<file path="config.mk">
export PLATFORM = sky130hd
export DESIGN_NAME = wpf_ctrl
export DESIGN_NICKNAME = d
export VERILOG_FILES = /design/src/rtl/wpf_pkg.sv /design/src/rtl/wpf_ctrl.sv
export SDC_FILE = /design/constraint.sdc
export NUM_CORES = 1
export LEC_CHECK = 0
export BUFFER_PORTS_ARGS = -buffer_cell sky130_fd_sc_hd__buf_2
export CAP_MARGIN = 5
export CORE_MARGIN = 4
export CORE_UTILIZATION = 46
export CTS_CLUSTER_SIZE = 20
export DETAILED_ROUTE_END_ITERATION = 10
export PLACE_DENSITY = 0.86
export SLEW_MARGIN = 20
export SYNTH_ARGS = -nofsm -noshare
export SYNTH_HDL_FRONTEND = slang
export SYNTH_SLANG_ARGS = --single-unit
</file>
<file path="constraint.sdc">
create_clock -name clk -period 1.6 [get_ports clk]
set_input_delay 0.16 -clock clk [delete_from_list [all_inputs] [get_ports clk]]
set_output_delay 0.16 -clock clk [all_outputs]
set_load 0.01 [all_outputs]
</file>
<file path="src/rtl/wpf_pkg.sv">
// shared constants, codes and controller/datapath types for the waypoint path follower
package wpf_pkg;

  // path storage and subdivision limits
  localparam int PATH_DEPTH     = 1024;
  localparam int MAX_SPLIT_LOG2 = 8;
  localparam int IDX_W          = $clog2(PATH_DEPTH);
  localparam int CNT_W          = IDX_W + 1;
  localparam int K_W            = $clog2(MAX_SPLIT_LOG2 + 1);
  localparam int J_W            = MAX_SPLIT_LOG2 + 1;
  localparam int FIT_W          = CNT_W + J_W;

  // field widths
  localparam int COORD_W    = 24;
  localparam int DIST_W     = 25;
  localparam int SQ_W       = 2 * DIST_W;
  localparam int TOL_W      = 24;
  localparam int ISH_W      = TOL_W + MAX_SPLIT_LOG2;
  localparam int REM_W      = 32;
  localparam int RETRY_W    = 8;
  localparam int CPC_W      = 10;
  localparam int RAW_W      = 11;
  localparam int PROD_W     = COORD_W + J_W + 2;
  localparam int CFG_IDX_W  = 2;
  localparam int CFG_DATA_W = 32;

  // register reset values
  localparam logic [TOL_W-1:0]   TOL_RESET    = TOL_W'(256);
  localparam logic [TOL_W-1:0]   INTERP_RESET = TOL_W'(256);
  localparam logic [RETRY_W-1:0] RETRY_RESET  = RETRY_W'(40);

  typedef enum logic [1:0] {
    CMD_BEGIN = 2'd0,
    CMD_LOAD  = 2'd1,
    CMD_CHECK = 2'd2,
    CMD_RESET = 2'd3
  } cmd_t;

  typedef enum logic [CFG_IDX_W-1:0] {
    CFG_TOL    = 2'd0,
    CFG_INTERP = 2'd1,
    CFG_TOTAL  = 2'd2,
    CFG_RETRY  = 2'd3
  } cfg_idx_t;

  typedef enum logic [2:0] {
    ST_OK         = 3'd0,
    ST_RETRY      = 3'd1,
    ST_ADVANCED   = 3'd2,
    ST_COMPLETE   = 3'd3,
    ST_RETRY_STOP = 3'd4,
    ST_EMPTY      = 3'd5,
    ST_FULL       = 3'd6
  } status_t;

  // datapath operations issued by the controller
  typedef enum logic [4:0] {
    OP_NONE,
    OP_CAPTURE,
    OP_BEGIN,
    OP_RESET_ALL,
    OP_SKIP,
    OP_FIRST,
    OP_LOAD_DIST,
    OP_K_INC,
    OP_FULL,
    OP_SUB_INIT,
    OP_SUB_MUL,
    OP_SUB_ADD,
    OP_SUB_DIST,
    OP_SUB_WRITE,
    OP_EMPTY,
    OP_TGT_READ,
    OP_TGT_DIST,
    OP_CHECK,
    OP_OUT_LOAD
  } dp_op_t;

  typedef enum logic [3:0] {
    S_IDLE,
    S_DECODE,
    S_LDIST,
    S_KSTEP,
    S_SMUL,
    S_SADD,
    S_SDIST_GO,
    S_SDIST,
    S_TRD,
    S_CDIST,
    S_DONE
  } fsm_state_t;

  typedef enum logic [1:0] {
    DS_IDLE,
    DS_SQX,
    DS_SQY,
    DS_ROOT
  } dist_state_t;

  typedef struct packed {
    dp_op_t op;
  } dp_cmd_t;

  typedef struct packed {
    cmd_t cmd;
    logic raw_lt_cpc;
    logic count_zero;
    logic tp_ge_count;
    logic dist_done;
    logic k_more;
    logic fits;
    logic last_sub;
  } dp_stat_t;

endpackage

</file>
<file path="src/rtl/wpf_ctrl.sv">
// controller: decodes each command, sequences loads and checks over the datapath, owns the channel handshakes
module wpf_ctrl (
  input  logic               clk,
  input  logic               rst_n,
  input  logic               in_valid,
  output logic               in_ready,
  output logic               out_valid,
  input  logic               out_ready,
  input  wpf_pkg::dp_stat_t  stat,
  output wpf_pkg::dp_cmd_t   cmd
);

  wpf_pkg::fsm_state_t state_r, state_nxt;
  logic out_valid_r, out_valid_nxt;

  always_ff @(posedge clk) begin
    if (!rst_n) begin
      state_r     <= wpf_pkg::S_IDLE;
      out_valid_r <= 1'b0;
    end else begin
      state_r     <= state_nxt;
      out_valid_r <= out_valid_nxt;
    end
  end

  // next state and datapath commands
  always_comb begin
    state_nxt     = state_r;
    out_valid_nxt = out_valid_r && !out_ready;
    in_ready      = 1'b0;
    cmd.op        = wpf_pkg::OP_NONE;
    case (state_r)
      wpf_pkg::S_IDLE: begin
        in_ready = 1'b1;
        if (in_valid) begin
          cmd.op    = wpf_pkg::OP_CAPTURE;
          state_nxt = wpf_pkg::S_DECODE;
        end
      end
      wpf_pkg::S_DECODE: begin
        state_nxt = wpf_pkg::S_DONE;
        case (stat.cmd)
          wpf_pkg::CMD_BEGIN: cmd.op = wpf_pkg::OP_BEGIN;
          wpf_pkg::CMD_RESET: cmd.op = wpf_pkg::OP_RESET_ALL;
          wpf_pkg::CMD_LOAD: begin
            if (stat.raw_lt_cpc) cmd.op = wpf_pkg::OP_SKIP;
            else if (stat.count_zero) cmd.op = wpf_pkg::OP_FIRST;
            else begin
              cmd.op    = wpf_pkg::OP_LOAD_DIST;
              state_nxt = wpf_pkg::S_LDIST;
            end
          end
          wpf_pkg::CMD_CHECK: begin
            if (stat.count_zero || stat.tp_ge_count) cmd.op = wpf_pkg::OP_EMPTY;
            else begin
              cmd.op    = wpf_pkg::OP_TGT_READ;
              state_nxt = wpf_pkg::S_TRD;
            end
          end
          default: ;
        endcase
      end
      wpf_pkg::S_LDIST: if (stat.dist_done) state_nxt = wpf_pkg::S_KSTEP;
      wpf_pkg::S_KSTEP: begin
        if (stat.k_more) cmd.op = wpf_pkg::OP_K_INC;
        else if (!stat.fits) begin
          cmd.op    = wpf_pkg::OP_FULL;
          state_nxt = wpf_pkg::S_DONE;
        end else begin
          cmd.op    = wpf_pkg::OP_SUB_INIT;
          state_nxt = wpf_pkg::S_SMUL;
        end
      end
      wpf_pkg::S_SMUL: begin
        cmd.op    = wpf_pkg::OP_SUB_MUL;
        state_nxt = wpf_pkg::S_SADD;
      end
      wpf_pkg::S_SADD: begin
        cmd.op    = wpf_pkg::OP_SUB_ADD;
        state_nxt = wpf_pkg::S_SDIST_GO;
      end
      wpf_pkg::S_SDIST_GO: begin
        cmd.op    = wpf_pkg::OP_SUB_DIST;
        state_nxt = wpf_pkg::S_SDIST;
      end
      wpf_pkg::S_SDIST: begin
        if (stat.dist_done) begin
          cmd.op    = wpf_pkg::OP_SUB_WRITE;
          state_nxt = stat.last_sub ? wpf_pkg::S_DONE : wpf_pkg::S_SMUL;
        end
      end
      wpf_pkg::S_TRD: begin
        cmd.op    = wpf_pkg::OP_TGT_DIST;
        state_nxt = wpf_pkg::S_CDIST;
      end
      wpf_pkg::S_CDIST: begin
        if (stat.dist_done) begin
          cmd.op    = wpf_pkg::OP_CHECK;
          state_nxt = wpf_pkg::S_DONE;
        end
      end
      wpf_pkg::S_DONE: begin
        if (!out_valid_r || out_ready) begin
          cmd.op        = wpf_pkg::OP_OUT_LOAD;
          out_valid_nxt = 1'b1;
          state_nxt     = wpf_pkg::S_IDLE;
        end
      end
      default: state_nxt = wpf_pkg::S_IDLE;
    endcase
  end

  assign out_valid = out_valid_r;

endmodule

</file>
; Word level (Yosys, flattened, before mapping)
; Index checks and enable logic that the tools add are counted.
[op_classes]
addsub = 0
n_mul = 0
n_div = 0
order_cmp = 0
n_eq_ne = 19
n_shift = 0
muxes = 27
bitwise_logic = 0
reduce_logical = 8
[op_table]
columns = op, count
row1 = case mux 5 bit (10 select lines), 1
row2 = 2-to-1 mux 4 bit, 12
row3 = case mux 4 bit (11 select lines), 1
row4 = case mux 5 bit (4 select lines), 1
row5 = == test 4 x 3 -> 1 bit (second input constant), 4
row6 = == test 4 bit (second input constant), 3
row7 = != test 2 bit (second input constant), 6
row8 = 2-to-1 mux 5 bit, 2
row9 = == test 4 x 2 -> 1 bit (second input constant), 2
row10 = case mux 4 bit (2 select lines), 1
row11 = 2-to-1 mux 1 bit, 6
row12 = 2-to-1 mux 2 bit, 3
row13 = AND reduction 6 bit, 1
row14 = == test 2 bit (second input constant), 2
row15 = == test 4 x 1 -> 1 bit (second input constant), 1
row16 = logical NOT 4 bit, 1
row17 = == test 2 x 1 -> 1 bit (second input constant), 1
row18 = logical NOT 1 bit, 2
row19 = logical NOT 2 bit, 1
row20 = logical OR 1 bit, 2
row21 = logical AND 1 bit, 1
[word_totals]
regBits = 5
latchBits = 0
ramBits = 0
romBits = 0
input_bits = 13
output_inout_bits = 7
elab_cells = 56
n_memories = 0

; Logic depth before layout (Yosys ltp)
; Gate-level depths: netlist of run 1.
[depth]
depth_word = 4
ltp_mapped = 6
depth_no_buf = 6

; Least setup slack after synthesis of run 1
; OpenSTA, ideal clock, no wires.
[synth_timing]
path_type = reg-to-output
start = register state_r[1]
end = output cmd[3] (netlist name)
arrival_time_ns = 1.398
required_ns = 1.440
setup_slack_ns = 0.042
path_stages_with_launch = 5
n_path_buf = 2
path_cell_list = dfxtp_1 > clkbuf_1 > buf_2 > o21ai_1 > a221oi_1
[synth_lines]
columns = element, line
row1 = start: declaration, wpf_ctrl.sv:13  ; wpf_pkg::fsm_state_t state_r, state_nxt;
row2 = start signal: assignment, wpf_ctrl.sv:18  ; state_r <= wpf_pkg::S_IDLE;
row3 = start signal: assignment, wpf_ctrl.sv:21  ; state_r <= state_nxt;
row4 = end: declaration, wpf_ctrl.sv:10  ; output wpf_pkg::dp_cmd_t cmd

==> out/summary.log, run 1 <==
[critical_path] source of the critical timing path state_r[2]
[sta] final worst hold slack 0.218 ns
[hold_path] class of the tightest hold or removal check in -> reg
[finish] final-layout fill cell count 116
[sta] Max Fclk 0.620 GHz
[critical_path] Worst R2R Setup Slack 0.02 ns
[global_routing] number of global-route vias before repair 891
[sta] setup tns final -0.0118 ns
[routing] post-route DRC violation count 0
[die] number of rows in the core area 14
[critical_path] endpoint required time on the critical path 1.44 ns
[clocking] number of H-tree levels 1
[sta] slew of the pin with the lowest slew margin 0.406 ns
[sta] slew margin rel. 72.3%
[pwr] VDD IR max 0.000670 V
[critical_path] capturing point of the worst reg2reg path state_r[3]
[clocking] clock buffers created by TritonCTS 3
[finish] final antenna diode count 0
[yosys] combinational family with the most area after synthesis simple AND/OR/NAND/NOR gates
[yosys] top cells by instance count after synthesis sky130_fd_sc_hd__nand2_1, sky130_fd_sc_hd__o21ai_1
[sta] Final setup viols 1
[routing] DRC marker count from the first detailed-route iteration 76
[yosys] top-count cell post-synth sky130_fd_sc_hd__nand2_1
[yosys] Synth warnings 0
[pwr] leakage power total 0.488 nW
[placed_design] post-place setup slack -0.0446 ns
[placed_design] DPL Wire Length 1610 um
[pwr] total power per unit cell area 1320 mW/mm^2
[critical_path] critical path capture point cmd[0]
[placed_design] count of input and output buffers 19
[critical_path] Worst EP arrival 1.45 ns
[outcome] outcome finished with violations
[yosys] post-synth top area cell sky130_fd_sc_hd__dfxtp_1
[yosys] fraction of synthesized area in multiplexers 1.35%
[sta] share of the clock period used by the worst path 101%
[sta] setup repair after global routing missed its margin true
[routing] number of vias after detailed routing 1,016
[yosys] distinct cell type count of the synthesized netlist 45
[clocking] later-pin clock latency in the skew report 0.25 ns
[yosys] simple-gate share of the synthesized area 38.4%
[yosys] flip-flop and latch count after synthesis 5
[yosys] share of synthesized registers carrying an async set or reset 0%
[global_routing] overall routing resource usage 23.1%
[yosys] primary flip-flop cell chosen by synthesis mapping sky130_fd_sc_hd__dfxtp_1
[clocking] clock input transition at the sequential cells of the worst setup and hold paths 0.05 ns
[outcome] violations in the final reports negative setup slack
[global_routing] residual overflow from global routing 0
[clocking] TritonCTS sink count 5
[yosys] Synth Area in Adders 8.42%
[critical_path] Crit Path Class reg -> out
[clocking] hold buffer count at CTS 0
[yosys] area share of the leading cell type in the synthesized netlist 13.5%
[routing] drt via density 6.51
[yosys] leading post-synthesis cells by cell area sky130_fd_sc_hd__dfxtp_1, sky130_fd_sc_hd__ha_1, sky130_fd_sc_hd__nand2_1, sky130_fd_sc_hd__nor2b_1, sky130_fd_sc_hd__o21ai_1
[yosys] number of flops mapped to enable cells by yosys 0
[sta] post-layout min period 1.61 ns
[routing] ANT nets after route 0
[finish] area growth from synthesis to layout 51.0%
[global_routing] number of antenna violations at the first check in global routing 0
[clocking] maximum root-to-sink buffer count 2
[placed_design] GPL Wtd Cong 0.828
[sta] hold violation total from the final report 0
[flow_run] max cap viols 0
[yosys] Synth Net Count 122
[critical_path] Max Fanout on Critical Path 5
[sta] final critical-path setup slack -0.0118 ns
[routing] Pre-antenna DRT Iters 4
[critical_path] crit end category primary output
[yosys] cell count after synthesis 104
[clocking] TritonCTS clock tree yes
[critical_path] Reg2Reg Launch Point state_r[0]
[critical_path] category of the worst setup path launch point flop
[yosys] syn avg cell area 7.15 sq um
[finish] # nets final 159
[sta] Clock Skew 0.00395 ns
[die] I/O pins 20
[global_routing] largest net degree at the start of global routing 23
[finish] ratio of cells with drive above 1 in the final layout 45.7%
[yosys] XOR/XNOR Fraction of Synth Area 0%
[routing] final WL 2670 um
[die] core footprint 0.00152 sq mm
[yosys] Compound-Gate Fraction of Synth Area 30.8%
[die] starting density of the core 48.8%
[clocking] root buffer selected by CTS sky130_fd_sc_hd__clkbuf_4
[critical_path] number of cell instances on the worst register-to-register path 4
[die] full die area 0.00232 sq mm
[die] Vert. Die Dim 48.2 um
[sta] total count of max-transition violations in the final report 0
[die] Chip Width 48.2 um
[global_routing] global-route wire length before repair 3800 um
[yosys] Seq/Total Area, Yosys 13.5%
[yosys] Post-Syn Area 743 sq um
[routing] routed wire length per instance 17.1 um
==> area by class of cell <==
class                   instances  area, sq um  share of cell area, %
flip-flops and latches          5          105                   9.36
well taps                      16         20.0                   1.78
inverters                       6         22.5                   2.01
clock buffers                   4         26.3                   2.34
repair buffers                 40          275                   24.5
multi-input cells              85          673                   60.0
==> per-layer routing <==
metal | GRT usage [%] | vias up | wire length, um
li1 | - | 475 | -
met1 | 26.2 | 465 | 1040
met2 | 39.6 | 62 | 1290
met3 | 2.58 | 14 | 234
met4 | 16.1 | 0 | 110
met5 | 0 | - | 0
==> layout by cell type, fill, tap and decap left out, drive strengths merged, types with 2 or more instances in the layout <==
master and n:
a21oi 4, a31oi 2, and2 2, and3b 2, and4 2, buf 40
clkbuf 4, dfxtp 5, ha 5, inv 6, nand2 12, nand2b 4
nand3 2, nand4b 2, nor2 2, nor2b 5, nor3 3, nor4 2
o2111ai 2, o21ai 10, o221a 2
==> timing repair <==
item	CTS	global route
gates cloned	1	2
gates resized for setup	8	19
endpoints found under the setup margin	5	7
buffers inserted	5	3
pin swaps	2	7
==> worst min path at each step <==
| stage | from | end | slack, ns | depth (start not counted) |
|---|---|---|---|---|
| final | rst_n | state_r[3] | 0.22 | 2 |
| after global routing | rst_n | state_r[3] | 0.23 | 2 |
| after CTS | rst_n | state_r[3] | 0.21 | 2 |
| after detailed placement | rst_n | state_r[3] | 0.48 | 2 |
| after global placement | rst_n | state_r[3] | 0.47 | 2 |
| after floorplan | rst_n | out_valid | 0.28 | 1 |
==> critical path: stages, from the launching register on <==
cell and delay (ns):
sky130_fd_sc_hd__dfxtp_2 0.33, sky130_fd_sc_hd__buf_6 0.14, sky130_fd_sc_hd__nand3b_1 0.17, sky130_fd_sc_hd__a21oi_2 0.14, sky130_fd_sc_hd__a31oi_1 0.05, sky130_fd_sc_hd__o2111ai_1 0.21, sky130_fd_sc_hd__buf_2 0.17
==> where the power goes <==
group          leakage (nW)  internal, mW  switching [mW]
Combinational         0.430         0.557           0.578
Sequential           0.0424         0.163          0.0315
Clock                0.0150        0.0946          0.0570
Total                 0.488         0.815           0.667
==> state kept, by name, indices dropped and copies added (netlist names) <==
signal / count
out_valid: 1
state_r: 4
==> cell families (layout without fill, tap and decap cells) <==
| kind of cell | Yosys count | in the layout |
|---|---|---|
| simple gates | 47 | 47 |
| compound gates | 32 | 32 |
| buf+inv | 14 | 50 |
| fa+ha+maj | 5 | 5 |
| flops | 5 | 5 |
| mux | 1 | 1 |
==> per-stage QoR <==
| stage | power [mW] | util (%) | std cells | cell area [sq um] |
|---|---|---|---|---|
| 4_1_cts | 1.26 | 66.7 | 151 | 1020 |
| 3_3_place_gp | 0.932 | 59.9 | 141 | 912 |
| 2_1_floorplan | 0.687 | - | 104 | 743 |
| 6_report | 1.48 | 73.6 | 156 | 1120 |
| 5_1_grt | 1.56 | 73.6 | 156 | 1120 |
| 3_5_place_dp | 0.955 | 59.9 | 141 | 912 |
No activity file was read; power rests on OpenSTA's default activity.
==> run 2, diff against run 1 <==
Settings changed: CORE_UTILIZATION 46 to 45, PLACE_DENSITY 0.86 to 0.85.
==> run 2 against run 1 <==
Net effect:
- the flow still finishes with violations (negative setup slack)
- combinational power down 19%
- clock-buffer cell count unchanged
- critical path depth fell by 1
- fmax fell by 0.69%
- setup slack got worse by 0.011 ns
- clock power is essentially flat
- flip-flop and latch count is the same
- worst hold slack got worse by 0.0038 ns
==> out/summary.log, run 2 (synthesis gave the netlist of run 1 again) <==
[outcome] outcome finished with violations
[outcome] violations in the final reports negative setup slack
[critical_path] Critical-path top delay cell sky130_fd_sc_hd__dfxtp_2
[global_routing] number of global-route vias before repair 776
[routing] DRC marker count from the first detailed-route iteration 36
[sta] total count of max-transition violations in the final report 0
[critical_path] category of the worst setup path launch point flop
[finish] most common cell after layout, fill and taps aside sky130_fd_sc_hd__buf_2
[clocking] clock buffers created by TritonCTS 3
[sta] post-layout min period 1.62 ns
[routing] Pre-antenna DRT Iters 4
[finish] number of flip-flops under the largest register name 4
[finish] final antenna diode count 0
[clocking] clock input transition at the sequential cells of the worst setup and hold paths 0.04 ns
[sta] final critical-path setup slack -0.0230 ns
[global_routing] residual overflow from global routing 0
[finish] leading cell types in the layout, fill and taps excluded sky130_fd_sc_hd__buf_2, sky130_fd_sc_hd__nand2_1, sky130_fd_sc_hd__buf_4
[sta] slew margin rel. 69.9%
[placed_design] count of input and output buffers 19
[placed_design] cell count after placement 140
[flow_run] max cap viols 0
[global_routing] global-route wire length before repair 3410 um
[finish] Biggest register state_r
[placed_design] GPL Wtd Cong 0.821
[pwr] total power per unit cell area 1210 mW/mm^2
[die] full die area 0.00237 sq mm
[pwr] leakage power total 0.443 nW
[global_routing] overall routing resource usage 17.8%
[routing] ANT nets after route 0
[critical_path] Crit Path Class reg -> out
[sta] setup repair after global routing missed its margin true
[routing] drt via density 6.41
[sta] Clock Skew 0.00231 ns
[finish] final-layout fill cell count 133
[sta] slew of the pin with the lowest slew margin 0.440 ns
[die] Vert. Die Dim 48.6 um
[die] starting density of the core 48.2%
[die] number of rows in the core area 14
[die] core footprint 0.00154 sq mm
[routing] number of vias after detailed routing 949
[global_routing] largest net degree at the start of global routing 26
[critical_path] Max Fanout on Critical Path 5
[finish] final instance count without filler cells 148
[routing] post-route DRC violation count 0
[pwr] VDD IR max 0.000499 V
[critical_path] crit end category primary output
[clocking] number of H-tree levels 1
[critical_path] endpoint required time on the critical path 1.44 ns
[hold_path] class of the tightest hold or removal check in -> reg
[clocking] root buffer selected by CTS sky130_fd_sc_hd__clkbuf_4
[placed_design] post-place setup slack -0.0706 ns
[finish] ratio of cells with drive above 1 in the final layout 36.4%
[sta] hold violation total from the final report 0
[routing] final WL 2200 um
[clocking] maximum root-to-sink buffer count 2
[sta] Final setup viols 1
[routing] routed wire length per instance 14.9 um
[global_routing] number of antenna violations at the first check in global routing 0
[die] I/O pins 20
[critical_path] number of cell instances on the worst register-to-register path 6
[sta] setup tns final -0.0230 ns
[placed_design] DPL Wire Length 1490 um
[clocking] TritonCTS sink count 5
[critical_path] crit path cell chain buf_6, nand2b_1, a211o_1, o2111ai_1, buf_2
[pwr] Final Power 1.26 mW
[sta] share of the clock period used by the worst path 101%
[critical_path] highest cell delay on the worst timing path 0.33 ns
[clocking] later-pin clock latency in the skew report 0.25 ns
[finish] area growth from synthesis to layout 40.1%
[critical_path] Worst EP arrival 1.46 ns
[die] Chip Width 48.6 um
[hold_path] Min-Delay Path Depth 2
[sta] Max Fclk 0.616 GHz
[finish] # nets final 151
[clocking] TritonCTS clock tree yes
## run 2: cell count changes in the layout (fill, tap and decap cells not counted), sizes merged
| cell | delta |
|---|---|
| buf | -8 |
## run 2: worst paths after layout
kind / startpoint / endpoint / slack (ns)
min: rst_n / state_r[3] / 0.21
max reg2reg: state_r[0] / state_r[0] / 0.05
min reg2reg: state_r[0] / state_r[0] / 0.63
max: state_r[2] / cmd[0] / -0.02
## run 2: routing by layer
layer / track usage, % / part of all wire, % / vias to the layer above
li1: - / - / 454
met1: 20.7 / 43 / 447
met2: 31.3 / 48 / 40
met3: 2.45 / 6.0 / 8
met4: 8.52 / 2.7 / 0
met5: 0 / 0 / -
## run 2: critical path, delay by kind of cell (launching register included)
family | cells | cell delay, ns
flops | 1 | 0.33
buf+inv | 2 | 0.30
simple gates | 1 | 0.18
compound gates | 2 | 0.41
## run 2: layout make-up
cell class / instances / area (sq um) / area share (%)
clock buffer: 4 / 26.3 / 2.52
sequential: 5 / 104 / 9.98
multi-input combinational: 85 / 639 / 61.4
tap: 16 / 20.0 / 1.92
timing repair buffer: 32 / 229 / 22.0
inverter: 6 / 22.5 / 2.16
## run 2: through the flow
step           utilization [%]  instance area (sq um)  hold slack, ns
2_1_floorplan                -                    743           0.282
3_3_place_gp              59.5                    917           0.467
3_5_place_dp              59.5                    917           0.474
4_1_cts                   65.3                   1010           0.211
5_1_grt                   67.5                   1040           0.244
6_report                  67.5                   1040           0.215
## run 2: power by group
part	switching, mW	internal, mW	leakage [nW]
clock	0.0575	0.0946	0.0150
combinational	0.489	0.438	0.386
sequential	0.0240	0.161	0.0420
total	0.570	0.694	0.443
## run 2: what timing repair did
item                                    4_1_cts  5_1_grt
endpoints found under the hold margin         0        0
endpoints found under the setup margin        4        5
hold buffers                                  0        0
pin swaps                                     3        5
resized for setup                            13        6
gates cloned                                  2        0
setup buffers                                 1        1
==> run 3, diff against run 2 <==
Settings changed: ABC_AREA from default to 1, PLACE_DENSITY 0.85 to 0.86.
==> run 3 against run 2 <==
Net effect:
- the run now ends clean
- synthesized area down 8.6%
- routed wire length down 9.7%
- synthesized cell count up 6.7%
- total power down 6.9%
- sequential power up 34%
- non-clock buffer count down 5
- die area down 7.2%
- clock skew about the same
- sequential share of layout area up 1.9 points
- register-to-register slack better by 0.24 ns
- critical path type unchanged
- largest power group unchanged
- highest routed layer unchanged
==> out/summary.log, run 3 <==
[routing] ANT nets after route 0
[clocking] maximum root-to-sink buffer count 2
[hold_path] class of the tightest hold or removal check in -> reg
[finish] Biggest register state_r
[clocking] number of H-tree levels 1
[yosys] number of flops mapped to enable cells by yosys 0
[finish] number of flip-flops under the largest register name 4
[finish] final antenna diode count 0
[finish] most common cell after layout, fill and taps aside sky130_fd_sc_hd__nand2_1
[sta] total count of max-transition violations in the final report 0
[clocking] TritonCTS sink count 5
[pwr] VDD IR max 0.000761 V
[pwr] Seq pwr share 21.0%
[sta] share of the clock period used by the worst path 96.7%
[pwr] total power per unit cell area 1270 mW/mm^2
[critical_path] Worst EP arrival 1.39 ns
[global_routing] residual overflow from global routing 0
[pwr] Sw Share 50.5%
[critical_path] capturing point of the worst reg2reg path state_r[2]
[critical_path] Worst R2R Setup Slack 0.29 ns
[sta] slew margin rel. 80.5%
[yosys] top-count cell post-synth sky130_fd_sc_hd__nand2_1
[clocking] clock buffers created by TritonCTS 3
[pwr] part of the power in the clock network 12.4%
[die] Chip Width 46.9 um
[clocking] clock input transition at the sequential cells of the worst setup and hold paths 0.04 ns
[sta] final worst hold slack 0.205 ns
[die] Vert. Die Dim 46.9 um
[finish] # nets final 161
[yosys] area share of the leading cell type in the synthesized netlist 14.7%
[global_routing] number of global-route vias before repair 749
[global_routing] number of antenna violations at the first check in global routing 0
[yosys] Seq/Total Area, Yosys 14.7%
[yosys] cell count after synthesis 111
[routing] Pre-antenna DRT Iters 4
[die] starting density of the core 49.7%
[placed_design] cell area reported after detailed placement 793 sq um
[die] core footprint 0.00137 sq mm
[routing] number of vias after detailed routing 869
[hold_path] Min-Delay Path Depth 3
[routing] routed wire length per instance 12.6 um
[critical_path] source of the critical timing path state_r[3]
[routing] DRC marker count from the first detailed-route iteration 39
[critical_path] number of cell instances on the worst register-to-register path 10
[sta] Max Fclk 0.646 GHz
[yosys] top cells by instance count after synthesis sky130_fd_sc_hd__nand2_1, sky130_fd_sc_hd__inv_1, sky130_fd_sc_hd__nand3_1
[finish] ratio of cells with drive above 1 in the final layout 40.1%
[yosys] Synth Net Count 129
[die] number of rows in the core area 13
[critical_path] crit end category primary output
[finish] final non-filler cell area 927 sq um
[critical_path] category of the worst setup path launch point flop
[hold_path] Hold Path End state_r[3]
[hold_path] Worst Min Path Start rst_n
[yosys] share of synthesized registers carrying an async set or reset 0%
[pwr] Pint 582 uW
[sta] Final setup viols 0
[placed_design] GPL Wtd Cong 0.913
[sta] post-layout min period 1.55 ns
[outcome] outcome complete, no violations
[yosys] leading post-synthesis cells by cell area sky130_fd_sc_hd__dfxtp_1, sky130_fd_sc_hd__nand2_1, sky130_fd_sc_hd__ha_1, sky130_fd_sc_hd__inv_1, sky130_fd_sc_hd__nand3_1
[sta] slew of the pin with the lowest slew margin 0.289 ns
[yosys] Synth warnings 0
[yosys] primary flip-flop cell chosen by synthesis mapping sky130_fd_sc_hd__dfxtp_1
[die] I/O pins 20
[critical_path] endpoint required time on the critical path 1.44 ns
[die] full die area 0.00220 sq mm
[global_routing] overall routing resource usage 20.0%
[yosys] syn avg cell area 6.12 sq um
[finish] leading cell types in the layout, fill and taps excluded sky130_fd_sc_hd__nand2_1, sky130_fd_sc_hd__buf_2, sky130_fd_sc_hd__inv_1
[yosys] flip-flop and latch count after synthesis 5
[critical_path] Crit Path Class reg -> out
[yosys] distinct cell type count of the synthesized netlist 24
[routing] post-route DRC violation count 0
[clocking] root buffer selected by CTS sky130_fd_sc_hd__clkbuf_4
[routing] drt via density 5.54
[pwr] leakage power total 0.472 nW
[critical_path] Reg2Reg Launch Point state_r[2]
[critical_path] Max Fanout on Critical Path 6
[placed_design] DPL Wire Length 1450 um
[pwr] fraction of power consumed by combinational cells 66.6%
[global_routing] global-route wire length before repair 3180 um
[sta] hold violation total from the final report 0
[yosys] post-synth top area cell sky130_fd_sc_hd__dfxtp_1
[sta] Clock Skew 0.00257 ns
[global_routing] largest net degree at the start of global routing 8
[clocking] TritonCTS clock tree yes
[finish] fraction of the core area covered by cells at the end of the flow 67.9%
[yosys] Post-Syn Area 679 sq um
[placed_design] count of input and output buffers 19
[clocking] later-pin clock latency in the skew report 0.24 ns
[finish] area growth from synthesis to layout 36.5%
[routing] final WL 1990 um
[flow_run] max cap viols 0
[pwr] power spent charging and discharging nets 594 uW
[run 3: area by class of cell]
class	count	area, sq um
fillers	116	439
well taps	15	18.8
multi-input cells	86	542
inverters	20	75.1
clock buffers	4	26.3
repair buffers	27	155
flip-flops and latches	5	110
[run 3: cell families (layout without fill, tap and decap cells)]
| family | after synthesis | after routing | share of synthesized area [%] |
|---|---|---|---|
| flip-flops | 5 | 5 | 14.7 |
| AO/OA/AOI/OAI | 19 | 19 | 17.3 |
| AND/OR/NAND/NOR | 62 | 62 | 47.7 |
| adder cells (fa/ha/maj) | 5 | 5 | 9.21 |
| buffers and inverters | 20 | 51 | 11.0 |
[run 3: worst max path at each step]
stage	end	slack (ns)	cells past startpoint
2_1_floorplan	cmd[3]	0.27	3
3_3_place_gp	cmd[0]	0.19	5
3_5_place_dp	cmd[0]	0.16	5
4_1_cts	cmd[1]	0.02	7
5_1_grt	cmd[1]	-0.005	7
6_report	cmd[1]	0.05	7
[run 3: power groups by stage]
stage / sequential (mW) / combinational (mW) / clock, mW
final: 0.247 / 0.783 / 0.146
after global routing: 0.253 / 0.861 / 0.156
after CTS: 0.226 / 0.695 / 0.151
after floorplan: 0.201 / 0.492 / 0
after global placement: 0.205 / 0.666 / 0
after detailed placement: 0.210 / 0.677 / 0
[run 3: metrics by stage]
stage / setup TNS (ns) / total power [mW] / cells / setup WS, ns
floorplan: 0 / 0.693 / 111 / 0.269
global placement: 0 / 0.872 / 145 / 0.185
detailed placement: 0 / 0.887 / 145 / 0.162
CTS: 0 / 1.07 / 153 / 0.0169
global route: -0.00877 / 1.27 / 157 / -0.00468
finish: 0 / 1.18 / 157 / 0.0523
[run 3: metal layers]
layer / routed length [um] / global-route usage [%] / part of all wire, % / vias up
met1: 822 / 26.7 / 41 / 390
li1: - / - / - / 427
met4: 29 / 8.29 / 1.5 / 0
met3: 168 / 1.53 / 8.5 / 4
met2: 964 / 33.1 / 49 / 48
met5: 0 / 0 / 0 / -
[run 3: critical path, cell delays in order, from the launching register on]
cell	delay, ns
sky130_fd_sc_hd__dfxtp_2	0.39
sky130_fd_sc_hd__nor2_4	0.08
sky130_fd_sc_hd__buf_4	0.14
sky130_fd_sc_hd__nand3_4	0.09
sky130_fd_sc_hd__o21ai_2	0.07
sky130_fd_sc_hd__nor2_1	0.16
sky130_fd_sc_hd__nand2_1	0.07
sky130_fd_sc_hd__buf_2	0.15
[run 3: timing repair]
action | CTS | global route
pin swaps | 1 | 1
setup endpoints to repair | 4 | 5
setup buffers | 4 | 4
resized for setup | 6 | 10
hold buffers | 0 | 0
